**src/design/gbd_pkg.sv**
```systemverilog
`timescale 1ns / 1ps
// ----------------------------------------------------------------------------
// gbd_pkg
// Shared types, register indexes, dither tables and sizes for the gradient
// band dither pixel block.
// ----------------------------------------------------------------------------
package gbd_pkg;

   localparam int COORD_WIDTH_DEF = 12;
   localparam int EXT_W           = 13;
   localparam int ORIGIN_W        = 12;
   localparam int COLOR_W         = 24;
   localparam int K_W             = 8;
   localparam int WORD_W          = 16;
   localparam int CSR_ADDR_W      = 3;
   localparam int CSR_DATA_W      = 24;
   localparam int QUEUE_DEPTH     = 4;
   localparam int OUT_DEPTH       = 8;
   localparam int DIV_STEPS       = 2;

   localparam logic [CSR_ADDR_W-1:0] REG_COLOR_START = 3'd0;
   localparam logic [CSR_ADDR_W-1:0] REG_COLOR_END   = 3'd1;
   localparam logic [CSR_ADDR_W-1:0] REG_VERTICAL    = 3'd2;
   localparam logic [CSR_ADDR_W-1:0] REG_DITHER_ON   = 3'd3;
   localparam logic [CSR_ADDR_W-1:0] REG_FORMAT_555  = 3'd4;
   localparam logic [CSR_ADDR_W-1:0] REG_ORIGIN      = 3'd5;
   localparam logic [CSR_ADDR_W-1:0] REG_EXTENT      = 3'd6;

   // dither patterns indexed by the dropped channel bits, row offsets by y
   localparam logic [7:0] DPAT [8] = '{8'd0, 8'd16, 8'd68, 8'd146,
                                       8'd170, 8'd109, 8'd187, 8'd239};
   localparam logic [2:0] DROW [8] = '{3'd1, 3'd5, 3'd2, 3'd7,
                                       3'd4, 3'd0, 3'd6, 3'd3};

   typedef struct packed {
      logic [COLOR_W-1:0]  color_start;
      logic [COLOR_W-1:0]  color_end;
      logic                vertical;
      logic                dither_on;
      logic                format_555;
      logic [ORIGIN_W-1:0] origin;
      logic [EXT_W-1:0]    extent;
   } gbd_cfg_type;

   localparam gbd_cfg_type CFG_RESET = '{
      color_start: 24'd0,
      color_end:   24'd0,
      vertical:    1'b0,
      dither_on:   1'b1,
      format_555:  1'b0,
      origin:      12'd0,
      extent:      13'd256
   };

   typedef struct packed {
      logic       flag;
      logic [2:0] px_lo;
      logic [2:0] py_lo;
   } gbd_tag_type;

   typedef struct packed {
      logic [EXT_W-1:0] off;
      gbd_tag_type      tag;
   } gbd_item_type;

   typedef struct packed {
      logic [WORD_W-1:0] pixel_word;
      logic              out_of_span;
   } gbd_rsp_type;

   // a zero extent counts as one pixel
   function automatic logic [EXT_W-1:0] ext_of(input logic [EXT_W-1:0] extent);
      return (extent == '0) ? EXT_W'(1) : extent;
   endfunction

endpackage

```
**src/design/gbd_fifo.sv**
```systemverilog
`timescale 1ns / 1ps
// ----------------------------------------------------------------------------
// gbd_fifo
// Small register queue with occupancy count; depth is a power of two.
// ----------------------------------------------------------------------------
module gbd_fifo #(
   parameter int WIDTH = 1,
   parameter int DEPTH = 4
) (
   input  logic                       clock,
   input  logic                       reset,
   input  logic                       push,
   input  logic [WIDTH-1:0]           wdata,
   input  logic                       pop,
   output logic [WIDTH-1:0]           rdata,
   output logic                       full,
   output logic                       empty,
   output logic [$clog2(DEPTH+1)-1:0] count
);

   localparam int PW = $clog2(DEPTH);
   localparam int CW = $clog2(DEPTH + 1);

   logic [WIDTH-1:0] mem_ff [DEPTH];
   logic [PW-1:0]    wr_ptr_ff, wr_ptr_in;
   logic [PW-1:0]    rd_ptr_ff, rd_ptr_in;
   logic [CW-1:0]    count_ff, count_in;

   always_comb begin
      wr_ptr_in = push ? wr_ptr_ff + PW'(1) : wr_ptr_ff;
      rd_ptr_in = pop  ? rd_ptr_ff + PW'(1) : rd_ptr_ff;
      count_in  = count_ff;
      if (push && !pop) begin
         count_in = count_ff + CW'(1);
      end else if (pop && !push) begin
         count_in = count_ff - CW'(1);
      end
   end

   always_ff @(posedge clock) begin
      if (reset) begin
         wr_ptr_ff <= '0;
         rd_ptr_ff <= '0;
         count_ff  <= '0;
      end else begin
         wr_ptr_ff <= wr_ptr_in;
         rd_ptr_ff <= rd_ptr_in;
         count_ff  <= count_in;
      end
   end

   always_ff @(posedge clock) begin
      if (push) begin
         mem_ff[wr_ptr_ff] <= wdata;
      end
   end

   assign rdata = mem_ff[rd_ptr_ff];
   assign full  = (count_ff == CW'(DEPTH));
   assign empty = (count_ff == '0);
   assign count = count_ff;

endmodule

```
**src/design/gbd_front.sv**
```systemverilog
`timescale 1ns / 1ps
// ----------------------------------------------------------------------------
// gbd_front
// Takes pixel beats, finds the clamped axis offset and span flag, and queues
// them for the back end.
// ----------------------------------------------------------------------------
module gbd_front import gbd_pkg::*; #(
   parameter int COORD_WIDTH = COORD_WIDTH_DEF
) (
   input  logic                   clock,
   input  logic                   reset,
   input  gbd_cfg_type            cfg,
   input  logic                   push,
   output logic                   full,
   input  logic [COORD_WIDTH-1:0] pix_x,
   input  logic [COORD_WIDTH-1:0] pix_y,
   input  logic                   q_pop,
   output gbd_item_type           q_item,
   output logic                   q_empty
);

   localparam int WIDE = (COORD_WIDTH > EXT_W) ? COORD_WIDTH : EXT_W;

   logic [COORD_WIDTH-1:0] coord;
   logic [WIDE-1:0]        coord_w;
   logic [WIDE-1:0]        origin_w;
   logic [WIDE-1:0]        ext_w;
   logic [WIDE-1:0]        diff;
   logic [EXT_W-1:0]       ext;
   logic                   before_org;
   logic                   past_end;
   logic                   accept;
   gbd_item_type           item;

   always_comb begin
      coord      = cfg.vertical ? pix_y : pix_x;
      coord_w    = WIDE'(coord);
      origin_w   = WIDE'(cfg.origin);
      ext        = ext_of(cfg.extent);
      ext_w      = WIDE'(ext);
      diff       = coord_w - origin_w;
      before_org = (coord_w < origin_w);
      past_end   = !before_org && (diff >= ext_w);

      if (before_org) begin
         item.off = '0;
      end else if (past_end) begin
         item.off = ext - EXT_W'(1);
      end else begin
         item.off = diff[EXT_W-1:0];
      end
      item.tag.flag  = before_org | past_end;
      item.tag.px_lo = pix_x[2:0];
      item.tag.py_lo = pix_y[2:0];
   end

   assign accept = push && !full;

   gbd_fifo #(
      .WIDTH ($bits(gbd_item_type)),
      .DEPTH (QUEUE_DEPTH)
   ) u_queue (
      .clock (clock),
      .reset (reset),
      .push  (accept),
      .wdata (item),
      .pop   (q_pop),
      .rdata (q_item),
      .full  (full),
      .empty (q_empty),
      .count ()
   );

endmodule

```
**src/design/gbd_back.sv**
```systemverilog
`timescale 1ns / 1ps
// ----------------------------------------------------------------------------
// gbd_back
// Band index by pipelined restoring division, channel blend, ordered dither
// and packing, then a result queue sized so the pipeline never stalls.
// ----------------------------------------------------------------------------
module gbd_back import gbd_pkg::*; (
   input  logic              clock,
   input  logic              reset,
   input  gbd_cfg_type       cfg,
   input  gbd_item_type      q_item,
   input  logic              q_empty,
   output logic              q_pop,
   output logic              rsp_empty,
   input  logic              rsp_pop,
   output logic [WORD_W-1:0] rsp_pixel_word,
   output logic              rsp_out_of_span
);

   localparam int DIV_STAGES = K_W / DIV_STEPS;
   localparam int PIPE       = DIV_STAGES + 1;
   localparam int OCW        = $clog2(OUT_DEPTH + 1);

   // one quotient bit: the dividend's low byte is all ones
   function automatic logic [EXT_W:0] div_step(input logic [EXT_W-1:0] rem,
                                               input logic [EXT_W-1:0] d);
      logic [EXT_W:0] t;
      logic           ge;
      t  = {rem, 1'b1};
      ge = (t >= {1'b0, d});
      if (ge) begin
         t = t - {1'b0, d};
      end
      return {ge, t[EXT_W-1:0]};
   endfunction

   logic [EXT_W-1:0]   ext;
   logic [PIPE-1:0]    vld_ff, vld_in;
   logic [EXT_W-1:0]   src_rem [DIV_STAGES];
   logic [K_W-1:0]     src_quo [DIV_STAGES];
   gbd_tag_type        src_tag [DIV_STAGES];
   logic [EXT_W-1:0]   rem_ff  [DIV_STAGES];
   logic [EXT_W-1:0]   rem_in  [DIV_STAGES];
   logic [K_W-1:0]     quo_ff  [DIV_STAGES];
   logic [K_W-1:0]     quo_in  [DIV_STAGES];
   gbd_tag_type        tag_ff  [DIV_STAGES];
   logic signed [17:0] prod_ff [3];
   logic signed [17:0] prod_in [3];
   logic [2:0]         pr_ff, pr_in;
   logic               flag_ff;
   logic [7:0]         chan [3];
   logic [2:0]         pb, pg;
   logic               bit_r, bit_b, bit_g5, bit_g6;
   logic [5:0]         qr, qb, qg5;
   logic [6:0]         qg6;
   logic [4:0]         qr_c, qb_c, qg5_c;
   logic [5:0]         qg6_c;
   gbd_rsp_type        rsp_in;
   gbd_rsp_type        rsp_out;
   logic [OCW-1:0]     out_count;
   logic [OCW:0]       inflight;
   logic               issue;

   assign ext = ext_of(cfg.extent);

   // issue only when the result queue has room for everything in flight
   always_comb begin
      inflight = '0;
      for (int i = 0; i < PIPE; i++) begin
         inflight = inflight + (OCW+1)'(vld_ff[i]);
      end
      issue = !q_empty && (((OCW+1)'(out_count) + inflight) < (OCW+1)'(OUT_DEPTH));
   end

   assign q_pop = issue;

   always_comb begin
      vld_in[0] = issue;
      for (int i = 1; i < PIPE; i++) begin
         vld_in[i] = vld_ff[i-1];
      end
   end

   always_ff @(posedge clock) begin
      if (reset) begin
         vld_ff <= '0;
      end else begin
         vld_ff <= vld_in;
      end
   end

   // division stages
   always_comb begin
      src_rem[0] = q_item.off;
      src_quo[0] = '0;
      src_tag[0] = q_item.tag;
      for (int i = 1; i < DIV_STAGES; i++) begin
         src_rem[i] = rem_ff[i-1];
         src_quo[i] = quo_ff[i-1];
         src_tag[i] = tag_ff[i-1];
      end
   end

   always_comb begin
      logic [EXT_W-1:0] step;
      logic [EXT_W:0]   st;
      logic [K_W-1:0]   quo;
      for (int i = 0; i < DIV_STAGES; i++) begin
         step = src_rem[i];
         quo  = src_quo[i];
         for (int j = 0; j < DIV_STEPS; j++) begin
            st   = div_step(step, ext);
            quo  = {quo[K_W-2:0], st[EXT_W]};
            step = st[EXT_W-1:0];
         end
         rem_in[i] = step;
         quo_in[i] = quo;
      end
   end

   always_ff @(posedge clock) begin
      for (int i = 0; i < DIV_STAGES; i++) begin
         rem_ff[i] <= rem_in[i];
         quo_ff[i] <= quo_in[i];
         tag_ff[i] <= src_tag[i];
      end
   end

   // blend products: k * (end - start) per channel
   always_comb begin
      for (int c = 0; c < 3; c++) begin
         prod_in[c] = $signed({1'b0, quo_ff[DIV_STAGES-1]}) *
                      ($signed({1'b0, cfg.color_end[8*c +: 8]}) -
                       $signed({1'b0, cfg.color_start[8*c +: 8]}));
      end
      pr_in = 3'(tag_ff[DIV_STAGES-1].px_lo + DROW[tag_ff[DIV_STAGES-1].py_lo]);
   end

   always_ff @(posedge clock) begin
      for (int c = 0; c < 3; c++) begin
         prod_ff[c] <= prod_in[c];
      end
      pr_ff   <= pr_in;
      flag_ff <= tag_ff[DIV_STAGES-1].flag;
   end

   // channel value, dither and pack
   always_comb begin
      logic signed [17:0] num;
      for (int c = 0; c < 3; c++) begin
         num     = $signed({2'b00, cfg.color_start[8*c +: 8], 8'h00}) + prod_ff[c];
         chan[c] = num[15:8];
      end
      pb     = 3'(pr_ff + 3'd3);
      pg     = 3'(pr_ff + 3'd2);
      bit_r  = DPAT[chan[0][2:0]][pr_ff];
      bit_b  = DPAT[chan[2][2:0]][pb];
      bit_g5 = DPAT[chan[1][2:0]][pg];
      bit_g6 = DPAT[{chan[1][1:0], 1'b0}][pg];
      qr     = {1'b0, chan[0][7:3]} + 6'(bit_r);
      qb     = {1'b0, chan[2][7:3]} + 6'(bit_b);
      qg5    = {1'b0, chan[1][7:3]} + 6'(bit_g5);
      qg6    = {1'b0, chan[1][7:2]} + 7'(bit_g6);
      // clamp on carry out
      qr_c   = qr[5]  ? 5'd31 : qr[4:0];
      qb_c   = qb[5]  ? 5'd31 : qb[4:0];
      qg5_c  = qg5[5] ? 5'd31 : qg5[4:0];
      qg6_c  = qg6[6] ? 6'd63 : qg6[5:0];

      if (!cfg.dither_on) begin
         rsp_in.pixel_word = {chan[0][7:3], chan[1][7:2], chan[2][7:3]};
      end else if (cfg.format_555) begin
         rsp_in.pixel_word = {1'b0, qr_c, qg5_c, qb_c};
      end else begin
         rsp_in.pixel_word = {qr_c, qg6_c, qb_c};
      end
      rsp_in.out_of_span = flag_ff;
   end

   gbd_fifo #(
      .WIDTH ($bits(gbd_rsp_type)),
      .DEPTH (OUT_DEPTH)
   ) u_out_queue (
      .clock (clock),
      .reset (reset),
      .push  (vld_ff[PIPE-1]),
      .wdata (rsp_in),
      .pop   (rsp_pop && !rsp_empty),
      .rdata (rsp_out),
      .full  (),
      .empty (rsp_empty),
      .count (out_count)
   );

   assign rsp_pixel_word  = rsp_out.pixel_word;
   assign rsp_out_of_span = rsp_out.out_of_span;

endmodule

```
**src/design/gradient_band_dither_pixel.sv**
```systemverilog
`timescale 1ns / 1ps
// ----------------------------------------------------------------------------
// gradient_band_dither_pixel
// Linear two-colour gradient pixel generator with 8x8 ordered dither.
//
// Input queue: drive req_pix_x/req_pix_y with req_push; a beat is taken on
// a rising edge with req_push high and req_full low. Result queue: while
// rsp_empty is low the oldest result sits on rsp_pixel_word and
// rsp_out_of_span; rsp_pop high takes it. Results leave in input order,
// one per input beat.
// Throughput is one pixel per clock while the receiver keeps up. From an
// accepted beat to its result showing, it passes the input queue, four
// band-division stages (two quotient bits each) and the blend multiply;
// the beat enters the result queue at the end of that and shows at once.
// When the receiver stalls, the 8-entry result queue fills, issue from the
// input queue stops, and req_full rises once the 4-entry input queue is full.
// csr_we/csr_addr/csr_wdata write the configuration registers; change them
// only while no pixel is in flight. Reset empties both queues and loads the
// register defaults (dither on, RGB565, along x, origin 0, extent 256).
// ----------------------------------------------------------------------------
module gradient_band_dither_pixel import gbd_pkg::*; #(
   parameter int COORD_WIDTH = COORD_WIDTH_DEF
) (
   input  logic                   clock,
   input  logic                   reset,
   input  logic                   req_push,
   output logic                   req_full,
   input  logic [COORD_WIDTH-1:0] req_pix_x,
   input  logic [COORD_WIDTH-1:0] req_pix_y,
   output logic                   rsp_empty,
   input  logic                   rsp_pop,
   output logic [WORD_W-1:0]      rsp_pixel_word,
   output logic                   rsp_out_of_span,
   input  logic                   csr_we,
   input  logic [CSR_ADDR_W-1:0]  csr_addr,
   input  logic [CSR_DATA_W-1:0]  csr_wdata
);

   gbd_cfg_type  cfg_ff, cfg_in;
   gbd_item_type q_item;
   logic         q_empty;
   logic         q_pop;

   always_comb begin
      cfg_in = cfg_ff;
      if (csr_we) begin
         case (csr_addr)
            REG_COLOR_START: cfg_in.color_start = csr_wdata[COLOR_W-1:0];
            REG_COLOR_END:   cfg_in.color_end   = csr_wdata[COLOR_W-1:0];
            REG_VERTICAL:    cfg_in.vertical    = csr_wdata[0];
            REG_DITHER_ON:   cfg_in.dither_on   = csr_wdata[0];
            REG_FORMAT_555:  cfg_in.format_555  = csr_wdata[0];
            REG_ORIGIN:      cfg_in.origin      = csr_wdata[ORIGIN_W-1:0];
            REG_EXTENT:      cfg_in.extent      = csr_wdata[EXT_W-1:0];
            default:         cfg_in = cfg_ff;
         endcase
      end
   end

   always_ff @(posedge clock) begin
      if (reset) begin
         cfg_ff <= CFG_RESET;
      end else begin
         cfg_ff <= cfg_in;
      end
   end

   gbd_front #(
      .COORD_WIDTH (COORD_WIDTH)
   ) u_front (
      .clock   (clock),
      .reset   (reset),
      .cfg     (cfg_ff),
      .push    (req_push),
      .full    (req_full),
      .pix_x   (req_pix_x),
      .pix_y   (req_pix_y),
      .q_pop   (q_pop),
      .q_item  (q_item),
      .q_empty (q_empty)
   );

   gbd_back u_back (
      .clock           (clock),
      .reset           (reset),
      .cfg             (cfg_ff),
      .q_item          (q_item),
      .q_empty         (q_empty),
      .q_pop           (q_pop),
      .rsp_empty       (rsp_empty),
      .rsp_pop         (rsp_pop),
      .rsp_pixel_word  (rsp_pixel_word),
      .rsp_out_of_span (rsp_out_of_span)
   );

endmodule
```
**config.mk**
```make
export PLATFORM = sky130hd
export DESIGN_NAME = gradient_band_dither_pixel
export DESIGN_NICKNAME = d
export VERILOG_FILES = /design/src/design/gbd_pkg.sv /design/src/design/gbd_fifo.sv /design/src/design/gbd_front.sv /design/src/design/gbd_back.sv /design/src/design/gradient_band_dither_pixel.sv
export SDC_FILE = /design/constraint.sdc
export NUM_CORES = 1
export LEC_CHECK = 0
export ABC_AREA = 1
export ABC_CLOCK_PERIOD_IN_PS = 15500
export BUFFER_PORTS_ARGS = -buffer_cell sky130_fd_sc_hd__clkbuf_2
export CORE_MARGIN = 3
export CORE_UTILIZATION = 50
export CTS_CLUSTER_SIZE = 12
export DETAILED_ROUTE_END_ITERATION = 12
export GPL_TIMING_DRIVEN = 0
export PLACE_DENSITY_LB_ADDON = 0.15
export SYNTH_ARGS = -nofsm -noshare
export SYNTH_HDL_FRONTEND = slang
export SYNTH_SLANG_ARGS = --single-unit
export TNS_END_PERCENT = 10
```
**constraint.sdc**
```tcl
create_clock -name clock -period 15.5 [get_ports clock]
set_input_delay 3.1 -clock clock [delete_from_list [all_inputs] [get_ports clock]]
set_output_delay 3.1 -clock clock [all_outputs]
set_load 0.1 [all_outputs]
```
## Word-level counts from Yosys, hierarchy flattened

Memory sizes are Yosys's and may differ from the RTL's. A register that Yosys moved wholly into a read port is not among the register bits.
Index checks and enable logic that the tools add are counted.

| word-level totals | value |
|---|---|
| flip-flop bits (word level) | 102 |
| logic and storage cells | 175 |
| bits in read-only memories | 280 |
| memories | 11 |
| memory bits (writable) | 382 |

Memories:

| memory | depth | width | rd ports | clocked after memory_dff | write ports | line | text |
|---|---|---|---|---|---|---|---|
| u_back.u_out_queue.mem_ff | 8 | 17 | 1 | 1 | 1 | gbd_fifo.sv:24 | `logic [WIDTH-1:0] mem_ff [DEPTH];` |
| u_front.u_queue.mem_ff | 4 | 20 | 1 | 1 | 1 | gbd_fifo.sv:24 |  |
| (no name shown) | 8 | 8 | 1 | 0 | 0 | gbd_back.sv:156 | `bit_r = DPAT[chan[0][2:0]][pr_ff];` |
| (no name shown) | 8 | 8 | 1 | 0 | 0 | gbd_back.sv:157 | `bit_b = DPAT[chan[2][2:0]][pb];` |
| (no name shown) | 8 | 8 | 1 | 0 | 0 | gbd_back.sv:158 | `bit_g5 = DPAT[chan[1][2:0]][pg];` |
| (no name shown) | 8 | 8 | 1 | 0 | 0 | gbd_back.sv:159 | `bit_g6 = DPAT[{chan[1][1:0], 1'b0}][pg];` |
| 5 more memories | n/a | n/a | n/a | n/a | n/a | n/a |  |

| operators by class | value |
|---|---|
| $mul | 3 |
| equality and inequality tests | 7 |
| reductions and logical operators | 29 |
| bitwise logic cells | 6 |
| multiplexer cells | 48 |
| add/sub/neg operators | 36 |
| magnitude comparators | 19 |

Operators by type and width:

| cell | number |
|---|---|
| $mux 13 | 11 |
| $ge 14x13->1 | 8 |
| $sub 13x13->13 | 8 |
| $mux 8 | 8 |
| $mul 9x18->18 | 3 |
| $add 16x16->16 | 3 |
| $mux 16 | 2 |
| $sub 8x8->9 | 3 |
| $ge 4x4->1 const B | 5 |
| $not 3->4 | 5 |
| $add 5x1->6 | 3 |
| $mux 3 | 6 |
| $add 5x1->5 | 3 |
| $mux 5 | 3 |
| $reduce_and 2->1 | 7 |
| $ge 13x13->1 | 1 |
| $logic_not 13->1 | 1 |
| $sub 12x12->13 | 1 |
| $sub 13x1->13 const B | 1 |
| $bmux 1 s3 | 4 |
| $eq 3x3->1 const B | 4 |
| $lt 12x12->1 | 1 |
| $lt 3x4->1 const B | 3 |
| $mux 12 | 1 |
| other kinds (23) | 53 |

## Depth between registers and ports, before layout

An unclocked memory read counts as a cell.

| logic depth | value |
|---|---|
| depth after elaboration | 12 |
| gate-level depth with buffers | 32 |
| gate-level depth less buffers | 30 |

## Modules after synthesis

A second synthesis with hierarchy kept.

| second synthesis, totals | value |
|---|---|
| cells, all modules | 4064 |
| area total of the unflattened synthesis | 32296.0 µm² |

Modules (own cells, without submodules):

| module | times used | cells each | seq. area each (µm²) | area each (µm²) |
|---|---|---|---|---|
| gbd_back | 1 | 2498 | 2402.3 | 17903.4 |
| gbd_fifo (u_back.u_out_queue) | 1 | 539 | 4344.2 | 6063.3 |
| gbd_fifo (u_front.u_queue) | 1 | 252 | 2582.5 | 3385.7 |
| gradient_band_dither_pixel | 1 | 450 | 1521.5 | 3183.1 |
| gbd_front | 1 | 325 | 0.0 | 1760.4 |

## Least setup slack after synthesis

OpenSTA, ideal clock, no wires.

| path | value |
|---|---|
| path type | register -> output |
| start point | reg u_back.u_out_queue.count_ff[3], in the netlist u_back.u_out_queue.count[3] |
| end point | out rsp_empty |
| cell stages (with the launch flop) | 2 |
| data arrival time | 3.345 ns |
| buffers on the path | 0 |
| required time | 12.400 ns |
| path slack | 9.055 ns |
| cell sequence | dfxtp_1 > nor4_1 |

| between the ends | value |
|---|---|
| cells in the longest elaborated chain, start to end | 1 |

Ends and longest elaborated chain:

| element | line | text |
|---|---|---|
| start: declaration | gbd_fifo.sv:27 | `logic [CW-1:0] count_ff, count_in;` |
| start signal: assignment | gbd_fifo.sv:48 | `count_ff <= count_in;` |
| $logic_not 4->1 | gbd_fifo.sv:60 | `assign empty = (count_ff == '0);` |
| end: declaration | gradient_band_dither_pixel.sv:30 | `output logic rsp_empty,` |

Every way passes these cells.

==> results.yml <==
synthesis:
  synth_top_family_by_area: "adder cells"
  ys_warn_count: 0
  synth_seq_area_share_pct: 33.81
  synth_compound_area_share_pct: 10.05
  ys.flop_type: "dfxtp_1"
  synthArstFlopShare_pct: 0
  synthesis.instances: 3977
  synth-simple-area-share_pct: 21.22
  syn_area_um2: 32100
  synth_seq_cells: 434
  syn_nets: 4486
  ys_types: 60
  synthAdderAreaFrac_pct: 21.87
  synthMuxAreaShare_pct: 0.3820
  synth.avg_cell_area_um2: 8.070
  synth-xor-area-share_pct: 3.707
  synth_edf_count: 216
critical_path:
  rr_endpoint: "u_back.prod_ff[0][51]"
  criticalPathCategory: "primary input to flop"
  cp-start-kind: "primary input"
  crit_chain: "clkbuf_2 -> mux2i_1 -> ha_1 -> fa_1 -> inv_1 -> nand3_1 -> nand2_1 -> nand2_1 -> o2111ai_1 -> xor2_1 -> inv_1 -> ha_1 -> a21oi_1 -> o21ai_0 -> a21oi_1 -> nand3_1 -> nor2_2 -> inv_1 -> o21ai_0"
  reg2reg_slack_ns: 9.50
  end_kind: "flop"
  cp.depth: 19
  crit_arrival_ns: 6.83
  path_buf_inv: 4
  rr_startpoint: "cfg_ff[44]"
  cp_max_fo: 9
  slowest_stage: "o21ai_0"
  crit_end: "u_front.u_queue.mem_ff[3][7]"
  startpoint: "req_pix_x[0]"
  cp_common_cell: "inv_1"
  ff2ff_path_depth: 24
  max_stage_delay_ns: 0.61
  critical-path-top-delay-family: "compound AO/OA/AOI/OAI gates"
  required_ns: 15.76
global_routing:
  grt_start_max_net_pins: 19
  grt_pass1_wl_mm: 133.9
  grt-ovfl-total: 0
  grt.total_usage_pct: 24.99
  grt_pass1_vias: 25248
  antenna_found_initial: 4
floorplan:
  ioPinCount: 75
  dieArea_um2: 67270
  core_area_um2: 63310
  start_util_pct: 50.70
  dieHeight_um: 259.4
  num_rows: 92
  die_w_um: 259.4
place:
  globalplace.congestion: 0.9114
  hpwl_mm: 65.34
  placed_cells: 4909
  io_buffers: 74
sta:
  rsz0062_at_grt: "no"
  hold_violations: 0
  fmax_mhz: 152.3
  clock_skew_ns: 0.01333
  post-route-period-util_pct: 42.37
  setup-violations-final: 0
  tns_ns: 0
  fin_crit_ns: 6.567
  drv_slew: 0
  tightest_slew_ns: 1.098
  slew_headroom_pct: 26.71
drt:
  wl_per_cell_um: 16.74
  post_drt_via_cell_ratio: 5.234
  drt_wl_total_mm: 83.60
  vias: 26143
  ant_nets: 0
  drtIter0Drc: 1741
  drc_errors: 0
  drt_pre_antenna_iters: 5
run_status:
  status: "complete, no violations"
clocking:
  clock-sinks: 434
  htree_levels: 2
  numCtsBuffers: 47
  holdBufCountCts: 0
  clkTransAtPathRegs_ns: 0.06
  cts_setup_buffers: 0
  cts_tree: "yes"
  ctsResizeCount: 0
  cts-root-buf: "clkbuf_16"
  cts_buffer_depth: 3
  clock_latency_ns: 0.58
final_layout:
  stdcell_count: 4995
  nets: 4621
  drive_gt1_share_pct: 6.800
  final_util_pct: 55.60
  synthToLayoutAreaGrowth_pct: 9.676
worst_hold_path:
  hold_depth: 0
  hp-class: "flop to flop"
flow_run:
  maxCapViolations: 0
==> final cells by class <==
type | count | area [um2]
Fill cell | 5963 | 28110
Multi-Input combinational cell | 2806 | 18400
Buffer | 103 | 491.7
Inverter | 634 | 2385
Clock inverter | 12 | 121.4
Antenna cell | 2 | 5.005
Sequential cell | 434 | 10850
Timing Repair Buffer | 86 | 559.3
Tap cell | 846 | 1059
Clock buffer | 72 | 1331
==> kinds of logic (layout without fill, tap and decap cells) <==
group,count (synthesis),in the layout
AND/OR/NAND/NOR,1623,1623
buffers and inverters,737,907
AO/OA/AOI/OAI,584,584
adder cells (fa/ha/maj),453,453
flip-flops,434,434
XOR/XNOR,135,135
multiplexers,11,11
other,0,2
==> per-layer routing <==
layer / share of wire (%) / routed length, um / global-route usage [%]
met4: 2.3 / 1899 / 6.011
met1: 45 / 37950 / 34.01
met3: 5.7 / 4759 / 3.356
met5: 0.016 / 13 / 0
met2: 47 / 38970 / 42.27
==> metrics by stage <==
step           setup WS (ns)  area [um2]  hold WS [ns]
2_1_floorplan          9.055       32100        0.3096
3_3_place_gp           8.409       33520        0.3095
3_5_place_dp           8.401       33740        0.3121
4_1_cts                8.981       35200        0.3238
5_1_grt                8.535       35200        0.3281
6_report               8.933       35200        0.3230
==> sequential cells by signal, indices dropped and copies added, names as in the netlist, 4 cells and up, named ones only <==
register,count
u_back.tag_ff,28
u_back.quo_ff,20
u_back.vld_ff,5
u_front.u_queue.mem_ff,80
cfg_ff,76
u_back.rem_ff,39
u_back.u_out_queue.count,4
u_back.u_out_queue.mem_ff,136
u_back.prod_ff,24
==> cells in the final DEF (no fill, tap or decap), drive strengths merged, types with 2 or more instances in the layout <==
cell type	count
fa	180
nand2	811
clkinv	11
o21bai	16
nand3	216
nor2	471
dfxtp	218
buf	41
nand4	65
clkbuf	220
clkinvlp	2
edfxtp	216
xor2	94
o21ai	262
o22ai	30
inv	632
or2	18
a21o	13
diode	2
a21oi	202
ha	273
o211ai	10
nor3	20
a32o	4
o21a	5
mux2	10
a31oi	27
a211oi	6
o31a	2
nand3b	11
xnor2	41
nor4	7
==> worst min-delay path by stage <==
stage               slack [ns]                  end           startpoint
global route              0.33  u_back.tag_ff[2][2]  u_back.tag_ff[1][2]
global placement          0.31       u_back.flag_ff  u_back.tag_ff[3][6]
detailed placement        0.31  u_back.quo_ff[3][2]  u_back.quo_ff[2][0]
finish                    0.32  u_back.quo_ff[3][2]  u_back.quo_ff[2][0]
floorplan                 0.31       u_back.flag_ff  u_back.tag_ff[3][6]
CTS                       0.32  u_back.quo_ff[3][2]  u_back.quo_ff[2][0]
==> worst register-to-register path: cells and delay by family (launching register included) <==
kind / cells / cell delay, ns
AND/OR/NAND/NOR: 6 / 0.91
flip-flops: 1 / 0.31
buffers and inverters: 6 / 0.42
adder cells (fa/ha/maj): 7 / 3.26
AO/OA/AOI/OAI: 5 / 0.99
==> cell usage after synthesis, drive strengths merged (2+ instances only) <==
master    n  area [um2]
edfxtp  216        6486
o21bai   16       120.1
a21o     13       97.59
xor2     94       830.8
nand2   811        3129
xnor2    41       359.1
nand3   216        1126
nor2    471        1780
clkinv    6       27.53
nor3     20       100.1
a32o      4       40.04
mux2     10       112.6
dfxtp   218        4364
o31a      2       17.52
o21a      5       37.54
or2      18       112.6
clkbuf   74       279.0
o22ai    30       187.7
a21oi   202        1045
ha      273        3416
nand4    65       406.6
nand3b   11       86.33
a31oi    27       175.2
o211ai   10       75.07
o21ai   262        1323
a211oi    6       45.04
inv     628        2357
buf      29       212.7
fa      180        3603
nor4      7       43.79
Power is not shown: default switching activity piles up to over one toggle a cycle in this logic, so the estimate is an artifact.
